[src/rtl/pit_pkg.sv]
// pit_pkg: shared types, mode codes and constants for the pomodoro interval timer
// used by pit_step and pomodoro_interval_timer; no dependencies
package pit_pkg;

  typedef logic [1:0] mode_t;

  localparam mode_t MODE_IDLE  = 2'd0;
  localparam mode_t MODE_FOCUS = 2'd1;
  localparam mode_t MODE_BREAK = 2'd2;
  localparam mode_t MODE_LONG  = 2'd3;

  localparam logic       OP_TICK     = 1'b0;
  localparam logic       OP_SET_MODE = 1'b1;

  localparam logic [6:0] IDLE_MINUTES  = 7'd25;
  localparam logic [6:0] FOCUS_DEFAULT = 7'd25;
  localparam logic [5:0] LAST_SECOND   = 6'd59;
  localparam logic [1:0] LAST_FOCUS    = 2'd3;

  typedef struct packed {
    mode_t      mode;
    logic [6:0] minutes;
    logic [5:0] seconds;
    logic [1:0] focus_cnt;
  } timer_state_t;

  typedef struct packed {
    logic [6:0] focus;
    logic [6:0] brk;
    logic [6:0] long_brk;
  } load_values_t;

  // floor(x / 5) for x below 384, by reciprocal multiply
  function automatic logic [6:0] div5(input logic [8:0] x);
    logic [16:0] prod;
    prod = {8'd0, x} * 17'd205;
    return prod[16:10];
  endfunction

  function automatic load_values_t make_loads(input logic [6:0] f);
    load_values_t lv;
    logic [8:0]   f3;
    f3          = {2'd0, f} + {1'd0, f, 1'b0};
    lv.focus    = f;
    lv.brk      = div5({2'd0, f});
    lv.long_brk = div5(f3);
    return lv;
  endfunction

endpackage

[src/rtl/pit_step.sv]
// pit_step: next timer state and chime for one word (tick or set-mode)
// depends on pit_pkg
module pit_step import pit_pkg::*; (
  input  timer_state_t cur,
  input  load_values_t loads,
  input  logic         op,
  input  mode_t        req,
  output timer_state_t nxt,
  output logic         chime
);

  function automatic logic [6:0] load_minutes(input mode_t m, input load_values_t lv);
    logic [6:0] r;
    case (m)
      MODE_IDLE:  r = IDLE_MINUTES;
      MODE_FOCUS: r = lv.focus;
      MODE_BREAK: r = lv.brk;
      MODE_LONG:  r = lv.long_brk;
      default:    r = IDLE_MINUTES;
    endcase
    return r;
  endfunction

  always_comb begin
    nxt   = cur;
    chime = 1'b0;
    if (op == OP_SET_MODE) begin
      if (req != cur.mode) begin
        nxt.mode    = req;
        nxt.minutes = load_minutes(req, loads);
        nxt.seconds = '0;
        chime       = 1'b1;
      end
    end else if (cur.mode != MODE_IDLE) begin
      if (cur.seconds != '0) begin
        nxt.seconds = cur.seconds - 6'd1;
      end else if (cur.minutes != '0) begin
        nxt.minutes = cur.minutes - 7'd1;
        nxt.seconds = LAST_SECOND;
      end else begin
        // period over
        if (cur.mode == MODE_FOCUS) begin
          if (cur.focus_cnt == LAST_FOCUS) begin
            nxt.focus_cnt = '0;
            nxt.mode      = MODE_LONG;
          end else begin
            nxt.focus_cnt = cur.focus_cnt + 2'd1;
            nxt.mode      = MODE_BREAK;
          end
        end else begin
          nxt.mode = MODE_FOCUS;
        end
        nxt.minutes = load_minutes(nxt.mode, loads);
        nxt.seconds = '0;
        chime       = 1'b1;
      end
    end
  end

endmodule

[src/rtl/pomodoro_interval_timer.sv]
// Pomodoro interval timer: modes idle, focus, break and long break with a
// minutes:seconds countdown and a count of finished focus periods. Each input
// word (a one-second tick or a set-mode request) produces one registered result
// word in the cycle after it is accepted; a new word is accepted every cycle while the
// result register is empty or being drained, so throughput is one word per cycle.
// The user must write focus_minutes through cfg_wen/cfg_wdata only while the
// block is idle; the block does not enforce this. Break lengths (F/5 and 3F/5)
// are computed and registered at that write; depends on pit_pkg and pit_step
module pomodoro_interval_timer import pit_pkg::*; (
  input  logic        clk,
  input  logic        rst,
  input  logic        cfg_wen,
  input  logic [6:0]  cfg_wdata,      // focus_minutes
  input  logic        s_axis_tvalid,
  output logic        s_axis_tready,
  input  logic [7:0]  s_axis_tdata,   // [1:0] requested_mode, [7:2] zero
  input  logic        s_axis_tuser,   // [0] op
  output logic        m_axis_tvalid,
  input  logic        m_axis_tready,
  output logic [23:0] m_axis_tdata    // [1:0] mode, [8:2] minutes_left,
                                      // [14:9] seconds_left, [15] chime,
                                      // [17:16] focus_done, [23:18] zero
);

  timer_state_t state, state_next;
  load_values_t loads;
  logic         chime;
  logic         in_fire;
  logic [23:0]  out_word;

  assign s_axis_tready = !m_axis_tvalid || m_axis_tready;
  assign in_fire       = s_axis_tvalid && s_axis_tready;
  assign m_axis_tdata  = out_word;

  pit_step u_step (
    .cur   (state),
    .loads (loads),
    .op    (s_axis_tuser),
    .req   (s_axis_tdata[1:0]),
    .nxt   (state_next),
    .chime (chime)
  );

  always_ff @(posedge clk) begin
    if (rst) begin
      loads <= make_loads(FOCUS_DEFAULT);
    end else if (cfg_wen) begin
      loads <= make_loads(cfg_wdata);
    end
  end

  always_ff @(posedge clk) begin
    if (rst) begin
      state.mode      <= MODE_IDLE;
      state.minutes   <= IDLE_MINUTES;
      state.seconds   <= '0;
      state.focus_cnt <= '0;
      m_axis_tvalid   <= 1'b0;
    end else begin
      if (in_fire) begin
        state <= state_next;
      end
      if (in_fire) begin
        m_axis_tvalid <= 1'b1;
      end else if (m_axis_tready) begin
        m_axis_tvalid <= 1'b0;
      end
    end
  end

  always_ff @(posedge clk) begin
    if (in_fire) begin
      out_word <= {6'd0, state_next.focus_cnt, chime, state_next.seconds,
                   state_next.minutes, state_next.mode};
    end
  end

  a_seconds_range: assert property (@(posedge clk) disable iff (rst)
    state.seconds <= LAST_SECOND)
    else $error("second count above 59");

  a_chime_reload: assert property (@(posedge clk) disable iff (rst)
    in_fire && chime |=> state.seconds == '0 && m_axis_tdata[15])
    else $error("mode entry without countdown reload");

  a_idle_tick_hold: assert property (@(posedge clk) disable iff (rst)
    in_fire && s_axis_tuser == OP_TICK && state.mode == MODE_IDLE |=> $stable(state))
    else $error("tick changed state in idle");

  a_idle_minutes: assert property (@(posedge clk) disable iff (rst)
    in_fire && chime && state_next.mode == MODE_IDLE |=> state.minutes == IDLE_MINUTES)
    else $error("idle entered with wrong countdown");

endmodule

[config.mk]
export PLATFORM = sky130hd
export DESIGN_NAME = pomodoro_interval_timer
export DESIGN_NICKNAME = d
export VERILOG_FILES = /design/src/rtl/pit_pkg.sv /design/src/rtl/pit_step.sv /design/src/rtl/pomodoro_interval_timer.sv
export SDC_FILE = /design/constraint.sdc
export NUM_CORES = 1
export LEC_CHECK = 0
export BUFFER_PORTS_ARGS = -buffer_cell sky130_fd_sc_hd__buf_2
export CAP_MARGIN = 20
export CORE_ASPECT_RATIO = 1.4
export CORE_MARGIN = 3
export CORE_UTILIZATION = 40
export CTS_CLUSTER_DIAMETER = 200
export CTS_CLUSTER_SIZE = 16
export DETAILED_ROUTE_END_ITERATION = 12
export PLACE_DENSITY = 0.63
export SYNTH_ARGS = -nofsm -noshare
export SYNTH_HDL_FRONTEND = slang
export SYNTH_HIERARCHICAL = 1
export SYNTH_SLANG_ARGS = --single-unit
export TNS_END_PERCENT = 20
[constraint.sdc]
create_clock -name clk -period 5 [get_ports clk]
set_input_delay 0.75 -clock clk [delete_from_list [all_inputs] [get_ports clk]]
set_output_delay 0.75 -clock clk [all_outputs]
set_load 0.005 [all_outputs]
== After elaboration in Yosys (flattened, before gate mapping) ==
Cells that the tools add are included.

* Div/mod/pow operators: 0
* Muxes and demuxes: 27
* $lt $le $gt $ge: 0
* Shift-type cells: 0
* Bitwise gates (word level): 0
* Reductions and logical operators: 9
* Equality and inequality tests: 9
* $mul: 2
* Add/sub/neg operators: 4

{| class="wikitable"
|+ Operators by type and width
! operator !! count
|-
| $pmux 7 s4 || 2
|-
| $mux 15 || 2
|-
| $mux 2 || 11
|-
| $mul 9x8->17 const B || 1
|-
| $mux 17 || 1
|-
| $mul 7x8->15 const B || 1
|-
| $mux 13 || 1
|-
| $eq 2x2->1 const B || 5
|-
| $add 7x8->9 || 1
|-
| $mux 9 || 1
|-
| $mux 1 || 8
|-
| $reduce_bool 7->1 || 1
|-
| $sub 7x1->7 const B || 1
|-
| $eq 2x1->1 const B || 3
|-
| $mux 6 || 1
|-
| $reduce_bool 6->1 || 1
|-
| $sub 6x1->6 const B || 1
|-
| $logic_not 2->1 || 2
|-
| $reduce_bool 2->1 || 2
|-
| $add 2x1->2 const B || 1
|-
| $ne 2x2->1 || 1
|-
| $logic_and 1x1->1 || 1
|-
| $logic_not 1->1 || 1
|-
| $logic_or 1x1->1 || 1
|}

* RAM bits: 0
* Bits in latches: 0
* Output and inout port bits: 26
* ROM bits: 0
* Flip-flop bits (word level): 55
* Word-level logic and storage cells: 60
* Memories: 0
* Bits of input ports: 21

== Longest topological paths before layout ==
* Depth in word-level cells: 13
* Depth in mapped cells: 23
* Depth with buffers taken out: 22

== Hierarchy ==
Netlist, hierarchy kept.

{| class="wikitable"
|+ By module, submodules not included
! module !! sequential area each (um2) !! cells each !! area each (um2) !! times used
|-
| pomodoro_interval_timer || 1281.2 || 415 || 4141.5 || 1
|-
| pit_step || 0.0 || 165 || 1047.3 || 1
|}

== Worst setup path after synthesis ==
No wires, ideal clock.

* Kind: in2reg
* From: input port cfg_wdata[0]
* To: register, netlist name loads[1]
* Data required time: 4.873 ns
* Slack: -0.094 ns
* Arrival: 4.967 ns
* Cell stages on the path: 21
* Path buffers: 0
* Cells stage by stage: ha_1 inv_1 fa_1 nor2b_1 o21ai_0 nand2_1 xor2_1 ha_1 inv_1 fa_1 inv_1 fa_1 inv_1 fa_1 inv_1 ha_1 o21a_1 a21o_1 a21oi_1 nor4b_1 or3_1

* Longest elaborated chain between the ends: 2

{| class="wikitable"
|+ RTL lines
! what !! line !! RTL
|-
| from (decl) || pomodoro_interval_timer.sv:13 || <nowiki>input logic [6:0] cfg_wdata,</nowiki>
|-
| $add 7x8->9 || pit_pkg.sv:43 || <nowiki>f3 = {2'd0, f} + {1'd0, f, 1'b0};</nowiki>
|-
| $mul 9x8->17 || pit_pkg.sv:36 || <nowiki>prod = {8'd0, x} * 17'd205;</nowiki>
|}

No other way between the ends.
A chain may end at the register's enable or synchronous reset.

== Final worst setup path ==
* From: input port cfg_wdata[3]
* To: register, netlist name loads[6]

* Longest elaborated chain between the ends: 2

{| class="wikitable"
|+ RTL lines
! what !! line
|-
| $add 7x8->9 || pit_pkg.sv:43
|-
| $mul 9x8->17 || pit_pkg.sv:36
|}

No other way between the ends.

==> impl_results.md <==
* Leading area contributor after synthesis: ha_1
* First-pass GRT wire length at 20300 µm
* Setup TNS at 0 ns
* Row count at 48
* Mapped Avg Cell Area at 8.95 µm²
* Fillers at 1218
* Outcome: complete, no violations
* Met1 usage at 18.5%
* Grt met2 use at 33.5%
* Post-route insts no fill at 823
* Worst Hold End: state[1]
* Final setup viols at 0
* Largest net degree at the start of global routing at 35
* RSZ-0062 raised after global routing: yes
* Met3 Track Usage GR at 1.73%
* Fraction of registers with async set or reset after synthesis at 0%
* CTS buffer count at 5
* Post-Syn Area at 5190 µm²
* Core area at 12500 µm²
* Ports at 47
* Clk Latency, worst-skew pair at 0.29 ns
* Worst r2r path cells at 9
* Diode count at 0
* Leakage at 3.00 nW
* Die width at 102 µm
* Worst-margin pin slew at 0.833 ns
* Worst R2R Setup Slack at 2.47 ns
* Synth top area share at 19.8%
* Post-CTS Hold Buffers at 0
* Final min period at 4.91 ns
* Worst-path clk slew at 0.06 ns
* CP max FO at 4
* Clock buffer depth at 2
* Pins over their slew limit at 0
* ANT nets after route at 0
* Number of nets in the layout at 798
* Max Freq at 0.204 GHz
* CTS tree: built
* DR vias at 4406
* DIE HEIGHT at 141 µm
* H-tree depth at 2
* Switching part of the total at 41.6%
* Reg-to-Reg End: state[1]
* Critical Path AT at 5.09 ns
* Clock Skews at 0.00627 ns
* Gr busiest metal: met2
* Post-synth EDFFs at 18
* Distinct cells, synth at 62
* Hold Crit Class: reg -> reg
* Number of global-route vias before repair at 4527
* GP Congestion at 0.874
* Peak supply drop at 0.385 mV
* Clk network pwr share at 11.5%
* #FFs+latches synth at 55
* Cell Int Power at 1.77 mW
* Setup ws final at 0.0918 ns
* Final Cycle Share at 98.2%
* Slew headroom at 44.0%
* Max Cap Viol at 0
* # DRC at 0
* Die area at 14400 µm²
* Number of DRC markers in iteration 0 at 184
* Final hold violations at 0
* WL per Instance at 14.8 µm
* Nature of the critical path startpoint: primary input
* Drt pass-1 iters at 6
* Synth top area cells: ha_1, dfxtp_1, edfxtp_1
* Worst R2R Start: state[8]
* NetSw at 1.26 mW
* Placed Cells at 806
* DP Worst Slack at -0.448 ns
* Share of layout cells above drive strength 1 at 22.4%
* Comb power frac at 70.0%
* CTS root buffer: clkbuf_16
* Gr ovfl total at 0
* Port bufs at 34
* Layout area overhead at 20.5%
* Synth Instances at 580
* Power per cell area at 486 nW/µm²
* Initial antenna violation count at 0
* Kind of critical path: in -> reg
* Initial Util at 41.5%
* Cell with the most instances after synthesis: ha_1
* Tot GR Track Use at 17.3%
* Hold path depth at 2
* Synth top cells by count: ha_1, nand2_1, inv_1, a21oi_1, dfxtp_1
* Seq pwr share at 18.5%
* Vias per Instance at 5.35
* Overall Power at 3.04 mW
* HPWL Detailed at 9820 µm
* Critical Path End Type: flop
* Dominant synthesized flop cell: dfxtp_1
* CTS Sinks at 55
* Min-delay src: state[1]
* Synth warn at 6
* Crit path required time at 5.19 ns
* Sequential area share after synthesis at 24.7%
* Final WL at 12100 µm
==> stage by stage <==
step / cell area (µm²) / hold slack, ns / util [%]
after floorplan: 5250 / 0.447 / -
after global placement: 5930 / 0.461 / 47.4
after detailed placement: 5930 / 0.480 / 47.4
after CTS: 6100 / 0.489 / 48.8
after global routing: 6250 / 0.501 / 50.0
final: 6250 / 0.490 / 50.0
==> power by group through the flow <==
stage / clock network (mW) / registers (mW) / logic (mW)
final: 0.348 / 0.562 / 2.12
after global routing: 0.377 / 0.570 / 2.40
after CTS: 0.361 / 0.563 / 2.05
after detailed placement: 0 / 0.573 / 1.99
after global placement: 0 / 0.570 / 1.92
after floorplan: 0 / 0.557 / 1.33
==> cells in the final DEF (no fill, tap or decap), drive strengths merged, types with 4 or more instances in the layout <==
| master | instances |
|---|---|
| nor2 | 21 |
| nand2b | 6 |
| mux2 | 6 |
| xor2 | 9 |
| nor2b | 7 |
| dfxtp | 37 |
| a22oi | 5 |
| fa | 23 |
| a22o | 5 |
| edfxtp | 18 |
| xnor2 | 17 |
| a211oi | 6 |
| inv | 63 |
| clkbuf | 7 |
| a211o | 4 |
| o211ai | 7 |
| buf | 102 |
| nand3b | 5 |
| nand2 | 73 |
| a21o | 9 |
| mux2i | 19 |
| or3 | 5 |
| nor3 | 7 |
| nand3 | 5 |
| conb | 10 |
| o22ai | 5 |
| ha | 82 |
| a21oi | 39 |
| o21ai | 29 |
==> metal layers <==
metal	vias up	share of wire [%]
met1	2089	39
met3	23	2.7
met5	-	0
li1	2199	-
met4	0	2.4
met2	95	56
==> kinds of logic (layout without fill, tap and decap cells) <==
logic type      count (synthesis)  after routing  share of synthesized area [%]
fa+ha+maj                     105            105                           28.6
simple gates                  146            146                           13.5
mux                            25             25                           4.97
flops                          55             55                           24.7
other cells                     1             10                         0.0723
xor+xnor                       26             26                           4.39
buf+inv                        90            174                           7.02
compound gates                132            132                           16.7
==> worst max-delay path: stages <==
cell and delay [ns]:
buf_2 0.16, ha_1 0.20, inv_1 0.08, fa_1 0.40
o21ai_2 0.11, xnor2_2 0.11, buf_4 0.15, ha_1 0.33
fa_1 0.51, fa_1 0.58, fa_1 0.42, ha_1 0.32
o21a_1 0.21, o2111ai_2 0.25, a21oi_2 0.10, o22ai_2 0.17
xnor2_1 0.08, a22o_1 0.17
==> layout make-up <==
class	count	area, µm²	share of cell area (%)
well taps	150	188	3.00
inverters	64	243	3.88
multi-input cells	444	3690	59.0
repair buffers	102	701	11.2
flip-flops and latches	55	1280	20.5
clock buffers	7	143	2.28
clock inverters	1	5.00	0.0801
==> how the worst max path moves through the flow <==
stage                      start  cells after the start  slack, ns       end
global placement    cfg_wdata[1]                     22      -0.33  loads[4]
finish              cfg_wdata[3]                     18       0.09  loads[6]
global route        cfg_wdata[1]                     21      -0.10  loads[5]
CTS                 cfg_wdata[1]                     21      0.003  loads[6]
floorplan           cfg_wdata[0]                     21     -0.004  loads[1]
detailed placement  cfg_wdata[1]                     22      -0.45  loads[4]
==> timing repair <==
item,in CTS,in global routing
endpoints found under the setup margin,4,6
pin swaps,7,35
gates resized for setup,4,28
buffers inserted,1,7
==> flip-flops by register name, indices dropped and copies added (netlist names) <==
signal / count
state: 17
m_axis_tvalid: 1
loads: 19
m_axis_tdata: 18
No activity file was read; power rests on OpenSTA's default activity.
